File: config.mk
export PLATFORM = sky130hd
export DESIGN_NAME = iirdf1_tap_cell
export DESIGN_NICKNAME = d
export VERILOG_FILES = /design/src/iirdf1_pkg.sv /design/src/iirdf1_tap_cell.sv
export SDC_FILE = /design/constraint.sdc
export NUM_CORES = 1
export LEC_CHECK = 0
export ABC_AREA = 1
export BUFFER_PORTS_ARGS = -buffer_cell sky130_fd_sc_hd__buf_4
export CAP_MARGIN = 25
export CORE_MARGIN = 5
export CORE_UTILIZATION = 25
export CTS_CLUSTER_DIAMETER = 40
export DETAILED_ROUTE_END_ITERATION = 10
export PLACE_DENSITY = 0.46
export RECOVER_POWER = 50
export SLEW_MARGIN = 30
export SYNTH_ARGS = -nofsm -noshare
export SYNTH_HDL_FRONTEND = slang
export SYNTH_SLANG_ARGS = --single-unit
File: constraint.sdc
create_clock -name aclk -period 7.3 [get_ports aclk]
set_input_delay 0.73 -clock aclk [delete_from_list [all_inputs] [get_ports aclk]]
set_output_delay 0.73 -clock aclk [all_outputs]
set_load 0.1 [all_outputs]
File: src/iirdf1_pkg.sv
// Types, constants and register codes of the direct form I IIR filter.
package iirdf1_pkg;

    localparam int SAMPLE_W   = 16;
    localparam int COEF_W     = 16;
    localparam int PROD_W     = SAMPLE_W + COEF_W;
    localparam int FF_TAPS    = 4;
    localparam int FB_TAPS    = 4;
    // One cell per feedforward tap; the feedback chain holds y[n-2] .. y[n-4].
    localparam int X_CELLS    = 4;
    localparam int Y_CELLS    = 3;
    localparam int NUM_REGS   = 8;
    localparam int CFG_IDX_W  = 4;
    localparam int CFG_SEL_W  = $clog2(NUM_REGS);
    localparam int ACC_W      = PROD_W + 4;
    localparam int FRAC_SHIFT = 14;
    localparam int RND_W      = ACC_W - FRAC_SHIFT;

    typedef logic signed [SAMPLE_W-1:0] sample_t;
    typedef logic signed [COEF_W-1:0]   coef_t;
    typedef logic signed [PROD_W-1:0]   product_t;
    typedef logic signed [ACC_W-1:0]    acc_t;
    typedef logic signed [RND_W-1:0]    rnd_t;

    localparam acc_t    ROUND_HALF = acc_t'(1 << (FRAC_SHIFT - 1));
    localparam rnd_t    RND_HI     = rnd_t'(32767);
    localparam rnd_t    RND_LO     = -rnd_t'(32768);
    localparam sample_t SAT_HI     = 16'sh7fff;
    localparam sample_t SAT_LO     = 16'sh8000;

    typedef enum logic [CFG_IDX_W-1:0] {
        REG_B0 = 4'd0,
        REG_B1 = 4'd1,
        REG_B2 = 4'd2,
        REG_B3 = 4'd3,
        REG_A1 = 4'd4,
        REG_A2 = 4'd5,
        REG_A3 = 4'd6,
        REG_A4 = 4'd7
    } cfg_reg_t;

    // Control of one tap cell: shift the held sample, load the product,
    // and multiply the incoming sample instead of the held one.
    typedef struct packed {
        logic shift;
        logic load;
        logic use_in;
    } cell_ctrl_t;

endpackage

File: src/iirdf1_tap_cell.sv
// One tap cell: a delay-line register and a registered coefficient product.
module iirdf1_tap_cell (
    input  logic                 aclk,
    input  logic                 aresetn,
    input  iirdf1_pkg::cell_ctrl_t ctrl,
    input  iirdf1_pkg::sample_t  shift_in,
    input  iirdf1_pkg::coef_t    coef,
    output iirdf1_pkg::sample_t  held,
    output iirdf1_pkg::product_t product
);
    import iirdf1_pkg::*;

    sample_t  held_reg;
    sample_t  operand;
    product_t product_reg;
    product_t product_next;

    always_ff @(posedge aclk) begin
        if (!aresetn) begin
            held_reg <= '0;
        end else if (ctrl.shift) begin
            held_reg <= shift_in;
        end
    end

    always_comb begin
        operand      = ctrl.use_in ? shift_in : held_reg;
        product_next = product_t'(coef) * product_t'(operand);
    end

    always_ff @(posedge aclk) begin
        if (ctrl.load) begin
            product_reg <= product_next;
        end
    end

    assign held    = held_reg;
    assign product = product_reg;

endmodule

# After elaboration in Yosys (flattened, before gate mapping)
# Cells that the tools add are included.
# op_classes
muxes,1
mul,1
# op_table
operator,count
$mul A16 B16 Y32,1
$mux W16,1
# word_totals
elab_cells,4
in_bits,37
register_bits,48
out_inout_bits,48

# Logic depth before layout (Yosys ltp)
# depth
depth_word,2
mapped_depth,30
mapped_depth_nobuf,28

# Least setup slack after synthesis
# Ideal clock, no wire load.
# synth_timing
path_kind,flip-flop to flip-flop
startpoint,register held_reg[1] (netlist: held[1])
endpoint,register product_reg[31] (netlist: product[31]) (data pin)
path_slack_ns,1.111
stages_incl_launch_ff,22
t_arrival_ns,5.936
path_buffers,0
setup_ns,0.253
required_time_ns,7.047
synth_period_minus_slack_ns,6.189
cell_sequence,dfxtp_1 > or2_2 > nand2_4 > nor2_1 > fa_1 > fa_1 > inv_1 > fa_1 > fa_1 > fa_1 > fa_1 > inv_1 > ha_1 > nand2_1 > nor2_1 > nand3_1 > nor3_1 > nand2_1 > inv_1 > nor2_1 > nand2_1 > nand2_1
# synth_via
elab_chain_cells,2
# synth_rtl
item,line_no,rtl
"start, declared",iirdf1_tap_cell.sv:13,sample_t held_reg;
"start signal, assigned",iirdf1_tap_cell.sv:22,held_reg <= shift_in;
$mux W16,iirdf1_tap_cell.sv:27,operand = ctrl.use_in ? shift_in : held_reg;
$mul A16 B16 Y32,iirdf1_tap_cell.sv:28,product_next = product_t'(coef) * product_t'(operand);
net product_next[31],iirdf1_tap_cell.sv:16,product_t product_next;
"end signal, assigned",iirdf1_tap_cell.sv:33,product_reg <= product_next;
"end, declared",iirdf1_tap_cell.sv:15,product_t product_reg;
# The timed path passes the listed nets, and every way through them passes these cells.
# A chain may end at the register's enable or synchronous reset.

# Worst setup path in the final report
# layout_timing
startpoint,input port ctrl[0] (netlist name)
endpoint,register product_reg[28] (netlist: product[28]) (data pin)
# layout_via
elab_chain_cells,2
# layout_rtl
item,line_no,rtl
"start, declared",iirdf1_tap_cell.sv:5,"input iirdf1_pkg::cell_ctrl_t ctrl,"
$mux W16,iirdf1_tap_cell.sv:27,
$mul A16 B16 Y32,iirdf1_tap_cell.sv:28,
net product_next[28],iirdf1_tap_cell.sv:16,
# The timed path passes the listed nets, and every way through them passes these cells.

==> flow_summary.ini <==
[placed_design]
dp_hpwl_microns = 31900
gp_congestion = 0.902
port_buffers = 84

[run_status]
violations = max-capacitance violations, max-slew violations
status = finished, violations left

[yosys]
syn-cell-area_sq_um = 12200
synth-async-reset-ratio_pct = 0
yosys.area.top_type = fa_1
syn_inst = 1483
synth_edf_count = 32
ys.flop_type = edfxtp_1
synthDistinctLibCells = 36
synth_commonest_cells = inv_1 (379), nand2_1 (281), fa_1 (262), nor2_1 (207), ha_1 (82)
synth.top_cell.area_share_pct = 43.1
synth_area_leaders = fa_1 (43%), inv_1 (12%), nand2_1 (8.7%), ha_1 (8.4%), edfxtp_1 (7.9%)
synth-seq-cells = 48
synth.most_common_cell = inv_1
ys_warn_count = 0
seq_area_frac_synth_pct = 10.5
synth_area_per_cell_sq_um = 8.21
synth_nets = 1864

[hold_path]
min_path_type = flop to flop
whs_path_depth = 2

[die]
rows = 80
core-area_sq_um = 47900
die_w_microns = 231
die_h_microns = 231
start_util_pct = 25.4
io_pins = 85
dieArea_sq_um = 53200

[worst_setup_path]
arrival_ns = 6.87
max_stage_delay_ns = 0.58
path_delay_family = adder cells
cp-end-kind = flop
cp_max_fo = 17
cp-start-kind = primary input
cpMostUsedCell = fa_1
path_class = primary input to flop
critPathRequiredTime_ns = 7.37
path_buf_inv = 6
cpMaxStageDelayCell = fa_1
worst-r2r-cell-count = 20
worstPathCellList = buf_4, inv_2, or2_2, o21ai_2, inv_1, nand2_1, fa_1, inv_1, fa_1, fa_1, fa_1, fa_1, inv_1, fa_1, inv_1, ha_1, nand2_1, nor2_2, nand2_1, nor3_1, nand2_1, nand4_1, nand2_1
cp.depth = 23

[sta]
relSlewSlack_pct = -29.8
fin_setup_tns_ns = 0
max_freq_ghz = 0.147
rsz0062_at_grt = false
finalClockSkew_ns = 0.0104
slew_violations = 33
setup_viol = 0
worstMarginPinSlew_ns = 1.95
hold_viol = 0
holdWs_ns = 0.521
post-route-min-period_ns = 6.80
period_share_pct = 93.2

[detailed_routing]
drt_wl_total_microns = 36300
drc = 0
wire_per_inst_microns = 16.8
drt_iter0_markers = 465
vias = 9468
postRouteAntennaNets = 0
post_drt_via_cell_ratio = 4.37
dr.pass1.iters = 5

[cells_and_area]
nNetsFinal = 1929
area_delta_synth_final_pct = 11.4
largest_register_ffs = 32
layout-drive-gt1-share_pct = 8.46

[clock_tree]
root_buffer = clkbuf_16
cts_made_buffers = 5
h-tree-depth = 2
clk_latency_ns = 0.32
clkTransAtPathRegs_ns = 0.08
holdBufCountCts = 0
cts_resized = 0
post_cts_buffers = 0
cts_tree = yes
clockBufferDepth = 2
cts.sinks = 48

[grt]
grt_pass1_vias = 10700
grt_pass1_wl_microns = 59100
grt-ovfl-total = 0
grt_usage_pct = 14.3
antenna_found_initial = 0
grt_max_degree = 33

[run]
maxCapViolations = 1
==> final timing paths <==
path | slack (ns) | startpoint | endpoint
setup / recovery | 0.50 | ctrl[0] | product[28]
hold / removal | 0.52 | held[9] | held[9]
setup reg to reg | 0.91 | held[5] | product[28]
hold reg to reg | 0.52 | held[9] | held[9]
==> layout make-up <==
cell class / instances / area (sq um)
Antenna cell: 1 / 2.50
Inverter: 389 / 1460
Tap cell: 615 / 769
Clock inverter: 3 / 68.8
Fill cell: 5262 / 34400
Multi-Input combinational cell: 1014 / 9250
Clock buffer: 5 / 125
Sequential cell: 48 / 1280
Timing Repair Buffer: 90 / 608
==> per-stage QoR <==
stage / area [sq um] / util [%] / instances / setup WS (ns)
floorplan: 12200 / - / 1483 / 1.11
global placement: 13400 / 28.0 / 2156 / 0.277
detailed placement: 13400 / 28.0 / 2156 / 0.222
CTS: 13600 / 28.4 / 2164 / 0.570
global route: 13600 / 28.3 / 2164 / 0.128
finish: 13600 / 28.3 / 2165 / 0.496
==> tightest hold or removal path, delay by kind of cell (launching register included) <==
kind / cells / cell delay [ns]
flops: 1 / 0.34
simple gates: 1 / 0.08
compound gates: 1 / 0.07
==> kinds of logic (layout without fill, tap and decap cells) <==
family | count (synthesis) | after routing | synth area share (%)
fa+ha+maj | 344 | 344 | 51.5
compound gates | 62 | 62 | 2.97
mux | 1 | 1 | 0.113
flops | 48 | 48 | 10.5
xor+xnor | 19 | 19 | 1.37
simple gates | 588 | 588 | 20.0
buf+inv | 421 | 487 | 13.5
other cells | 0 | 1 | 0
==> placed cells by master (no fill, tap or decap), drive strengths merged, types with 8 or more instances in the layout <==
cell type | synthesis | routed
xor2 | 17 | 17
fa | 262 | 262
o21bai | 8 | 8
buf | 16 | 72
nand3 | 35 | 35
a21oi | 22 | 22
nor2 | 211 | 211
o21ai | 30 | 30
nand2 | 293 | 293
edfxtp | 32 | 32
or2 | 24 | 24
ha | 82 | 82
inv | 386 | 387
nand4 | 14 | 14
nor3 | 8 | 8
dfxtp | 16 | 16
clkbuf | 16 | 23
==> routing by layer <==
layer / vias to the layer above / wire length, microns / GRT usage, %
met5: - / 0 / 0
met4: 0 / 663 / 3.23
met3: 32 / 1400 / 2.00
met2: 182 / 18900 / 26.3
met1: 4829 / 15300 / 17.7
li1: 4425 / - / -
Power is not shown: default switching activity piles up to over one toggle a cycle in this logic, so the estimate is an artifact.
