**src/iirdf1_pkg.sv**
```systemverilog
// Types, constants and register codes of the direct form I IIR filter.
package iirdf1_pkg;

    localparam int SAMPLE_W   = 16;
    localparam int COEF_W     = 16;
    localparam int PROD_W     = SAMPLE_W + COEF_W;
    localparam int FF_TAPS    = 4;
    localparam int FB_TAPS    = 4;
    // One cell per feedforward tap; the feedback chain holds y[n-2] .. y[n-4].
    localparam int X_CELLS    = 4;
    localparam int Y_CELLS    = 3;
    localparam int NUM_REGS   = 8;
    localparam int CFG_IDX_W  = 4;
    localparam int CFG_SEL_W  = $clog2(NUM_REGS);
    localparam int ACC_W      = PROD_W + 4;
    localparam int FRAC_SHIFT = 14;
    localparam int RND_W      = ACC_W - FRAC_SHIFT;

    typedef logic signed [SAMPLE_W-1:0] sample_t;
    typedef logic signed [COEF_W-1:0]   coef_t;
    typedef logic signed [PROD_W-1:0]   product_t;
    typedef logic signed [ACC_W-1:0]    acc_t;
    typedef logic signed [RND_W-1:0]    rnd_t;

    localparam acc_t    ROUND_HALF = acc_t'(1 << (FRAC_SHIFT - 1));
    localparam rnd_t    RND_HI     = rnd_t'(32767);
    localparam rnd_t    RND_LO     = -rnd_t'(32768);
    localparam sample_t SAT_HI     = 16'sh7fff;
    localparam sample_t SAT_LO     = 16'sh8000;

    typedef enum logic [CFG_IDX_W-1:0] {
        REG_B0 = 4'd0,
        REG_B1 = 4'd1,
        REG_B2 = 4'd2,
        REG_B3 = 4'd3,
        REG_A1 = 4'd4,
        REG_A2 = 4'd5,
        REG_A3 = 4'd6,
        REG_A4 = 4'd7
    } cfg_reg_t;

    // Control of one tap cell: shift the held sample, load the product,
    // and multiply the incoming sample instead of the held one.
    typedef struct packed {
        logic shift;
        logic load;
        logic use_in;
    } cell_ctrl_t;

endpackage

```
**src/iirdf1_acc.sv**
```systemverilog
// Final stage: sums the tap products with the y[n-1] feedback, rounds and saturates.
module iirdf1_acc (
    input  logic                 aclk,
    input  logic                 aresetn,
    input  iirdf1_pkg::product_t ff_prod [iirdf1_pkg::X_CELLS],
    input  iirdf1_pkg::product_t fb_prod [iirdf1_pkg::Y_CELLS],
    input  iirdf1_pkg::coef_t    coef_a1,
    input  logic                 stage_valid,
    input  logic                 m_tready,
    output logic                 fire,
    output iirdf1_pkg::sample_t  y_last,
    output logic                 m_tvalid,
    output iirdf1_pkg::sample_t  m_tdata,
    output logic                 m_tuser
);
    import iirdf1_pkg::*;

    sample_t y1_reg;
    logic    valid_reg;
    logic    valid_next;
    sample_t data_reg;
    logic    clip_reg;
    acc_t    sum;
    rnd_t    rounded;
    sample_t y_next;
    logic    clip_next;

    // The y[n-1] product sits in this loop, so it is formed here and not in a cell.
    always_comb begin
        sum = acc_t'(coef_a1) * acc_t'(y1_reg) + ROUND_HALF;
        for (int k = 0; k < X_CELLS; k++) begin
            sum = sum + acc_t'(ff_prod[k]);
        end
        for (int k = 0; k < Y_CELLS; k++) begin
            sum = sum + acc_t'(fb_prod[k]);
        end
        rounded = sum[ACC_W-1:FRAC_SHIFT];
        if (rounded > RND_HI) begin
            y_next    = SAT_HI;
            clip_next = 1'b1;
        end else if (rounded < RND_LO) begin
            y_next    = SAT_LO;
            clip_next = 1'b1;
        end else begin
            y_next    = rounded[SAMPLE_W-1:0];
            clip_next = 1'b0;
        end
    end

    assign fire = stage_valid && (!valid_reg || m_tready);

    always_comb begin
        if (fire) begin
            valid_next = 1'b1;
        end else if (m_tready) begin
            valid_next = 1'b0;
        end else begin
            valid_next = valid_reg;
        end
    end

    always_ff @(posedge aclk) begin
        if (!aresetn) begin
            valid_reg <= 1'b0;
            y1_reg    <= '0;
        end else begin
            valid_reg <= valid_next;
            if (fire) begin
                y1_reg <= y_next;
            end
        end
    end

    always_ff @(posedge aclk) begin
        if (fire) begin
            data_reg <= y_next;
            clip_reg <= clip_next;
        end
    end

    assign y_last   = y1_reg;
    assign m_tvalid = valid_reg;
    assign m_tdata  = data_reg;
    assign m_tuser  = clip_reg;

endmodule

```
**config.mk**
```make
export PLATFORM = sky130hd
export DESIGN_NAME = iirdf1_acc
export DESIGN_NICKNAME = d
export VERILOG_FILES = /design/src/iirdf1_pkg.sv /design/src/iirdf1_acc.sv
export SDC_FILE = /design/constraint.sdc
export NUM_CORES = 1
export LEC_CHECK = 0
export BUFFER_PORTS_ARGS = -buffer_cell sky130_fd_sc_hd__buf_2
export CAP_MARGIN = 20
export CORE_ASPECT_RATIO = 0.75
export CORE_MARGIN = 2
export CORE_UTILIZATION = 50
export DETAILED_ROUTE_END_ITERATION = 8
export PLACE_DENSITY = 0.72
export SYNTH_ARGS = -nofsm -noshare
export SYNTH_HDL_FRONTEND = slang
export SYNTH_SLANG_ARGS = --single-unit
```
**constraint.sdc**
```tcl
create_clock -name aclk -period 16.9 [get_ports aclk]
set_input_delay 1.69 -clock aclk [delete_from_list [all_inputs] [get_ports aclk]]
set_output_delay 1.69 -clock aclk [all_outputs]
set_load 0.02 [all_outputs]
```
# After elaboration in Yosys (flattened, before gate mapping)
# Cells that the tools add are included.
dict set report op_classes {
  add_sub_neg 8
  n_mul 1
  magnitude_cmp 2
  muxes 5
  n_reduce_logical 4
}
# op count
set ops {}
lappend ops {{adder 36 x 32 -> 36 bit} 4}
lappend ops {{adder 35 x 32 -> 36 bit} 1}
lappend ops {{adder 34 x 32 -> 35 bit} 1}
lappend ops {{adder 33 x 32 -> 34 bit} 1}
lappend ops {{adder 32 x 15 -> 33 bit, second input constant} 1}
lappend ops {{multiplier 16 x 16 -> 32 bit} 1}
lappend ops {{two-way mux 16 bit} 2}
lappend ops {{greater-than comparator 22 x 16 -> 1 bit, second input constant} 1}
lappend ops {{< comparator 22 x 16 -> 1 bit, second input constant} 1}
lappend ops {{two-way mux 1 bit} 3}
lappend ops {{nonzero test 2 bit} 1}
lappend ops {{logical AND 1 bit} 1}
lappend ops {{logical NOT 1 bit} 1}
lappend ops {{logical OR 1 bit} 1}
dict set report word_totals {
  ff_bits 34
  inputBits 244
  output_inout_bits 35
  wordCells 24
}

# Logic depth before layout (Yosys ltp)
# Gate-level depths: netlist of the first run.
dict set report depth {
  depth_word 12
  mapped_depth 28
  depth_no_buf 25
}

# Worst setup path after synthesis of the first run
# Ideal clock, no wire load.
dict set report synth_timing {
  kind {input to register}
  from {in coef_a1[15]}
  to {reg data_reg[0] (netlist: m_tdata[0]), data pin}
  setup_ps 260
  t_arrival_ps 8193
  required_ps 16640
  slack_ps 8448
  stages 26
  path_buffers 3
  cell_sequence {clkbuf_1 nand2_1 fa_1 fa_1 inv_1 fa_1 inv_1 fa_1 inv_1 fa_1 fa_1 inv_1 fa_1 inv_1 ha_1 buf_2 nand4_1 nor2_1 nand3_1 o221ai_2 o21ai_1 a21boi_0 o211ai_1 o31ai_4 buf_2 o21ai_1}
}
dict set report synth_via {
  elab_chain_cells 12
  word_cells_on_any_way 13
  cone_classes {add/sub: 8; mul: 1; order compare: 2; mux: 2}
}
# item line_no
set synth_lines {}
lappend synth_lines {{start: declaration} iirdf1_acc.sv:7} ;# input iirdf1_pkg::coef_t coef_a1,
lappend synth_lines {{multiplier 16 x 16 -> 32 bit (*)} iirdf1_acc.sv:30} ;# sum = acc_t'(coef_a1) * acc_t'(y1_reg) + ROUND_HALF;
lappend synth_lines {{adder 32 x 15 -> 33 bit (*)} iirdf1_acc.sv:30}
lappend synth_lines {{adder 33 x 32 -> 34 bit (*)} iirdf1_acc.sv:32} ;# sum = sum + acc_t'(ff_prod[k]);
lappend synth_lines {{adder 34 x 32 -> 35 bit (*)} iirdf1_acc.sv:32}
lappend synth_lines {{adder 35 x 32 -> 36 bit (*)} iirdf1_acc.sv:32}
lappend synth_lines {{adder 36 x 32 -> 36 bit (*)} iirdf1_acc.sv:32}
lappend synth_lines {{adder 36 x 32 -> 36 bit (*) (3 in series)} iirdf1_acc.sv:35} ;# sum = sum + acc_t'(fb_prod[k]);
lappend synth_lines {{< comparator 22 x 16 -> 1 bit} iirdf1_acc.sv:41} ;# end else if (rounded < RND_LO) begin
lappend synth_lines {{two-way mux 16 bit} iirdf1_acc.sv:41}
lappend synth_lines {{two-way mux 16 bit (*)} iirdf1_acc.sv:38} ;# if (rounded > RND_HI) begin
lappend synth_lines {{via y_next[0]} iirdf1_acc.sv:25} ;# sample_t y_next;
lappend synth_lines {{end signal: assignment} iirdf1_acc.sv:76} ;# data_reg <= y_next;
lappend synth_lines {{end: declaration} iirdf1_acc.sv:21} ;# sample_t data_reg;
# Mark *: on every way through the listed nets, which the timed path passes. The rest lies on a longest branch.
# A chain may end at the register's enable or synchronous reset.

# Worst setup path in the final report of the first run
# Same ends and word-level chain as after synthesis.

==> summary.txt, run 1 <==
Clock network
  • H-Tree Depth: 2
  • Clock Tree Root: clkbuf_16
  • CTS sink count: 34
  • Worst-Skew Late Latency: approximately 0.28 ns
  • Cts repair resizes: 0
  • Post-CTS setup buffers: 0
  • Num CTS Buffers: 5
  • CTS max path bufs: 2
  • CTS tree: yes
  • Reg clk slew, reported paths: around 0.06 ns
  • Hold buffers post-CTS: 0

Worst setup path
  • CP arrival: 9.46 ns
  • Setup CP Type: in -> reg
  • Critical R2R Launch: y_last[7]
  • Setup crit start kind: input port
  • Critical path capture point type: register
  • Worst-path fanout max: 16
  • Worst Setup SP: coef_a1[15]
  • Req. time, crit path: around 17 ns

Placement
  • Port Buf Inserts: ~280
  • Final GP Congestion: 0.957
  • DP Area: 19,500 um2
  • DP Wirelength: 38,800 um

Final layout
  • Post-route cell area: around 20,000 um2
  • Layout area overhead: 11.3%
  • Share of cells above drive strength 1: 0.158
  • Storage cell area: roughly 850 um2
  • Area taken by multi-input logic gates: between 10,000 and 15,000 um2
  • Filler Cells Inserted: roughly 3,000
  • Final nets: 2,884

Timing
  • Fin. Hold Viols: 0
  • Pins over their slew limit: 0
  • Worst Max-Slew Pin Slew: 0.971 ns
  • Setup TNS: 0 ns
  • Setup Skew: 0.00567 ns
  • Final setup fails: 0
  • Fin crit share: 0.560
  • Final Critical Period: between 9 and 10 ns
  • Max Fclk: ~110 MHz
  • Unrepaired setup endpoints after global routing: no
  • Slew margin rel.: 0.351

Run
  • Max-cap violations: 0

Detailed routing
  • Drt drc: 0
  • Final ANT Viol Nets: 0
  • DR vias/cell: 5.09
  • Vias after detailed routing: approximately 13,000
  • Drt total wl: 44,400 um
  • Average wire per standard cell: between 15 and 20 um
  • Drt initial violations: between 700 and 800
  • Detailed Routing Iterations Pass 1: 5

Status
  • Status: completed

Floorplanning
  • Num ports: ~280
  • Row count: 59
  • Core area: about 35,000 um2
  • Die area: around 37,000 um2
  • Die height: ~170 um
  • Starting Density: 0.508
  • Die X: 221 um

Synth
  • Largest family of logic cells by synthesized area: adder cells
  • Seq/Total Area, Yosys: 0.0481
  • Synthesized flop and latch total: 34
  • Yosys cell types: 55
  • Compound-cell area share of the yosys netlist: 0.0525
  • Mapped cell area: roughly 18,000 um2
  • Mapped Cells: ~1,800
  • Async S/R FF share, synth: 0
  • Syn_nets: between 2,000 and 3,000
  • Post-Synth XOR/XNOR Area: 0.0142
  • EDFF count, synth: 17
  • Top post-synthesis cells by area: fa_1 57%, inv_1 12%, ha_1 7.4%, and2_1 4.4%, nand2_1 3.1%
  • Synth top area share: 0.574
  • Simple-Gate Fraction of Synth Area: 0.105
  • Post-synthesis mux area share: 0.000637
  • Cell taking the most area after synthesis: fa_1
  • Ys flop type: edfxtp_1
  • Post-Synth Adder-Cell Area: 0.648
  • Syn avg cell area: roughly 9.9 um2
  • YS warnings: 0

Global routing
  • First-pass GRT wire length: ~74,000 um
  • Largest net degree at the start of global routing: 50
  • Initial antenna violation count: 1
  • Grt ovf: 0
  • Vias in the first global route: around 14,000
  • GRT Overall Usage: 0.254

Hold path
  • HP Class: reg -> reg
  • Hold_sp: m_tvalid
[layout by cell type, fill, tap and decap left out, types with 6 or more instances in the layout]
cell type  synthesis  layout
nand4_1            7       7
buf_4              1      11
a311oi_1           6       6
nand3_1            6       6
xnor2_1           13      13
nor2b_1           20      20
ha_1             104     104
edfxtp_1          17      17
inv_1            566     566
o21ai_0           25      25
nor2_1            36      36
and2_1           124     124
dfxtp_1           17      17
o211ai_1           6       6
a21oi_1           38      38
fa_1             507     507
xor2_1            10      10
a211oi_1           8       8
nand2_1          146     146
o21ai_1           13      13
buf_2              5     278
[final timing paths]
check	to	slack [ns]	cells past startpoint
setup / recovery	m_tdata[0]	7.43	26
hold / removal	m_tvalid	0.52	2
setup reg to reg	m_tdata[0]	8.69	21
hold reg to reg	m_tvalid	0.52	2
[stage by stage]
| stage | utilization | worst slack, ns | hold slack, ns | instances |
|---|---|---|---|---|
| 6_report | 0.566 | 7.43 | 0.517 | 2489 |
| 2_1_floorplan | - | 8.45 | 0.567 | 1781 |
| 3_5_place_dp | 0.561 | 6.60 | 0.502 | 2478 |
| 4_1_cts | 0.565 | 6.89 | 0.519 | 2486 |
| 5_1_grt | 0.566 | 6.93 | 0.549 | 2488 |
| 3_3_place_gp | 0.561 | 6.85 | 0.489 | 2478 |
[logic make-up after synthesis]
logic type / Yosys count
xor gates and xnor gates: 26
adders and majority gates: 611
AOI/OAI and AO/OA: 132
DFF: 34
muxes: 1
and+or+nand+nor: 362
buffers and inverters: 615
[synth_stat cells (all sizes together), types with 9 or more instances]
master,count
clkbuf,41
ha,104
and2,125
o21ai,38
xnor2,16
nor2,36
nor2b,20
nand2,147
xor2,10
inv,566
fa,507
a211oi,9
edfxtp,17
dfxtp,17
a21oi,38
a311oi,11
[flip-flops by register name, summed over array words and instances (netlist names)]
signal    count
m_tdata      16
y_last       16
m_tuser       1
m_tvalid      1
[critical path, cell delays in order]
cell and delay, ns:
buf_2 0.19, nand2_1 0.54, inv_1 0.44, fa_1 0.59, inv_1 0.05, fa_1 0.49, inv_1 0.05, fa_1 0.47
inv_1 0.05, fa_1 0.50, inv_1 0.06, fa_1 0.49, fa_1 0.49, inv_1 0.05, fa_1 0.47, inv_1 0.04
ha_1 0.50, nand4_1 0.22, nor2_1 0.26, nand3_1 0.12, o221ai_2 0.27, o21ai_1 0.10, a21boi_0 0.39, nor4_4 0.13
a31oi_2 0.59, o21ai_1 0.20
[cell type report]
| type | instances | share of cell area |
|---|---|---|
| clock buffer | 5 | 0.00636 |
| inverter | 566 | 0.108 |
| sequential | 34 | 0.0432 |
| timing repair buffer | 290 | 0.0757 |
| clock inverter | 3 | 0.00108 |
| multi-input combinational | 1132 | 0.736 |
| antenna | 2 | 0.000254 |
| tap | 457 | 0.0291 |
[metal layers]
metal  track usage  vias up  routed length, um
met1         0.375     6499              19300
li1              -     5610                  -
met4        0.0382        0                656
met3        0.0665       57               4500
met2         0.387      511              20000
met5             0        -                  0
Power of run 1 is not shown: default switching activity piles up to over one toggle a cycle in this logic, so the estimate is an artifact.
==> run 2: changes to the inputs <==
- clock period: 16.9 -> 9.4 ns (I/O delays scaled with it)
==> run 2 against run 1 <==
Core utilization barely moved. Non-clock buffer count rose by 1. Global-route usage rose by 0.33 points. Register-to-register slack got worse by 7.7 ns. Setup slack got worse by 6.6 ns. Die area did not move. Clock skew fell by 0.0031 ns. Critical path type unchanged. Highest routed layer unchanged.
==> summary.txt, run 2 (synthesized netlist as in run 1, its figures left out) <==
Status
  • Status: completed

Timing
  • Max Fclk: around 120 MHz
  • Setup TNS: 0 ns (unchanged)
  • Worst Max-Slew Pin Slew: 0.989 ns (+0.0180 ns)
  • Unrepaired setup endpoints after global routing: no
  • Final setup fails: 0 (unchanged)
  • Fin crit share: 0.913
  • Slew margin rel.: 0.340 (-0.0110)
  • Final Critical Period: about 8.6 ns
  • Setup Skew: 0.00258 ns (-0.00309 ns)
  • Pins over their slew limit: 0 (unchanged)
  • Fin. Hold Viols: 0 (unchanged)

Detailed routing
  • Vias after detailed routing: 12,700 (+0.071%)
  • DR vias/cell: 5.10 (about the same)
  • Final ANT Viol Nets: 0 (unchanged)
  • Drt total wl: 44,500 um (+0.16%)
  • Drt initial violations: 917 (+28%)
  • Detailed Routing Iterations Pass 1: 5 (unchanged)
  • Average wire per standard cell: 17.9 um (+0.16%)
  • Drt drc: 0 (unchanged)

Global routing
  • Initial antenna violation count: 2 (+1)
  • GRT Overall Usage: 0.257 (+0.00335)
  • Grt ovf: 0 (unchanged)
  • Largest net degree at the start of global routing: 50 (unchanged)
  • Vias in the first global route: 14,300 (+1.8%)
  • First-pass GRT wire length: 74,700 um (+1.3%)

Clock network
  • CTS max path bufs: 2 (unchanged)
  • Num CTS Buffers: 5 (unchanged)
  • CTS tree: yes
  • Hold buffers post-CTS: 0 (unchanged)
  • H-Tree Depth: 2 (unchanged)
  • CTS sink count: 34 (unchanged)
  • Clock Tree Root: clkbuf_16
  • Post-CTS setup buffers: 0 (unchanged)
  • Reg clk slew, reported paths: 0.05 ns (about the same)
  • Worst-Skew Late Latency: 0.28 ns (about the same)
  • Cts repair resizes: 0 (unchanged)

Worst setup path
  • Setup crit start kind: input port
  • Reg-to-reg endpoint: y_last[0]
  • Req. time, crit path: 9.51 ns (-7.39 ns)
  • Critical R2R Launch: y_last[7]
  • Setup CP Type: in -> reg
  • Reg2Reg Depth: 22 (+4.8%)
  • Setup slack, reg-to-reg: 0.99 ns (-7.70 ns)
  • Worst-path fanout max: 21 (+5)
  • CP arrival: 8.70 ns (-0.76 ns)
  • Critical Path End: y_last[0]
  • Critical path capture point type: register
  • Worst Setup SP: coef_a1[15]

Run
  • Max-cap violations: 0 (unchanged)

Floorplanning
  • Num ports: 279 (unchanged)
  • Die area: 36,900 um2 (unchanged)
  • Core area: 34,800 um2 (unchanged)
  • Starting Density: 0.508 (unchanged)
  • Die X: 221 um (unchanged)
  • Row count: 59 (unchanged)
  • Die height: 167 um (unchanged)

Final layout
  • Final core occ: 0.566 (about the same)
  • Final nets: 2,885 (+0.035%)
  • Share of cells above drive strength 1: 0.157 (-0.00106)
  • Commonest cells after routing, fill and taps aside: 566 x inv_1, 507 x fa_1, 278 x buf_2
  • Layout area overhead: 11.3% (about the same)
  • Most common cell after layout, fill and taps aside: inv_1
  • Filler Cells Inserted: 3,010 (-0.95%)
  • Post-Layout Cell Count: 2,489 (unchanged)

Hold path
  • HP Class: reg -> reg
  • Worst Hold Depth: 2 (unchanged)

Placement
  • Dpl cells: 2,480 (+0.081%)
  • Final GP Congestion: 1.00 (+4.5%)
  • DP Wirelength: 39,000 um (+0.51%)
  • Port Buf Inserts: 278 (unchanged)
run 2: final cells by class:
class                           count  area, um2  area share
Antenna cell                        1       2.50    0.000127
Clock buffer                        5        125     0.00636
Clock inverter                      3       11.3    0.000573
Inverter                          566       2120       0.108
Multi-Input combinational cell   1132      14500       0.737
Sequential cell                    34        851      0.0433
Tap cell                          457        572      0.0291
Timing Repair Buffer              291       1490      0.0757
run 2: per-layer routing:
layer  up-vias  part of all wire  global-route usage
li1       5610                 -                   -
met1      6488              0.43               0.384
met2       522              0.45               0.390
met3        66              0.10              0.0584
met4         0             0.018              0.0496
met5         -                 0                   0
run 2: worst max-delay path, cell delays in order:
cell,delay (ns)
buf_2,0.26
nand2_1,0.21
fa_1,0.85
fa_1,0.65
inv_1,0.05
fa_1,0.47
inv_1,0.05
fa_1,0.49
inv_1,0.05
fa_1,0.48
fa_1,0.49
inv_1,0.05
fa_1,0.49
inv_1,0.05
ha_1,0.45
nand4_1,0.19
nor2_1,0.25
nand3_1,0.12
o221ai_2,0.27
o21ai_1,0.10
a21boi_0,0.40
o211ai_1,0.22
o31ai_4,0.63
buf_4,0.31
a311oi_1,0.13
run 2: per-stage QoR:
stage	setup WS, ns	hold WS [ns]	area (um2)
after floorplan	1.70	0.567	17700
after global placement	0.780	0.491	19500
after detailed placement	0.602	0.506	19500
after CTS	0.865	0.519	19700
after global routing	0.349	0.563	19700
final	0.820	0.518	19700
run 2: worst min path at each step:
stage | slack (ns) | start | to
6_report | 0.52 | m_tvalid | m_tvalid
5_1_grt | 0.56 | m_tvalid | m_tvalid
4_1_cts | 0.52 | m_tvalid | m_tvalid
3_5_place_dp | 0.51 | m_tvalid | m_tvalid
3_3_place_gp | 0.49 | m_tvalid | m_tvalid
2_1_floorplan | 0.57 | m_tvalid | m_tvalid
Power of run 2 is left out for the same reason.
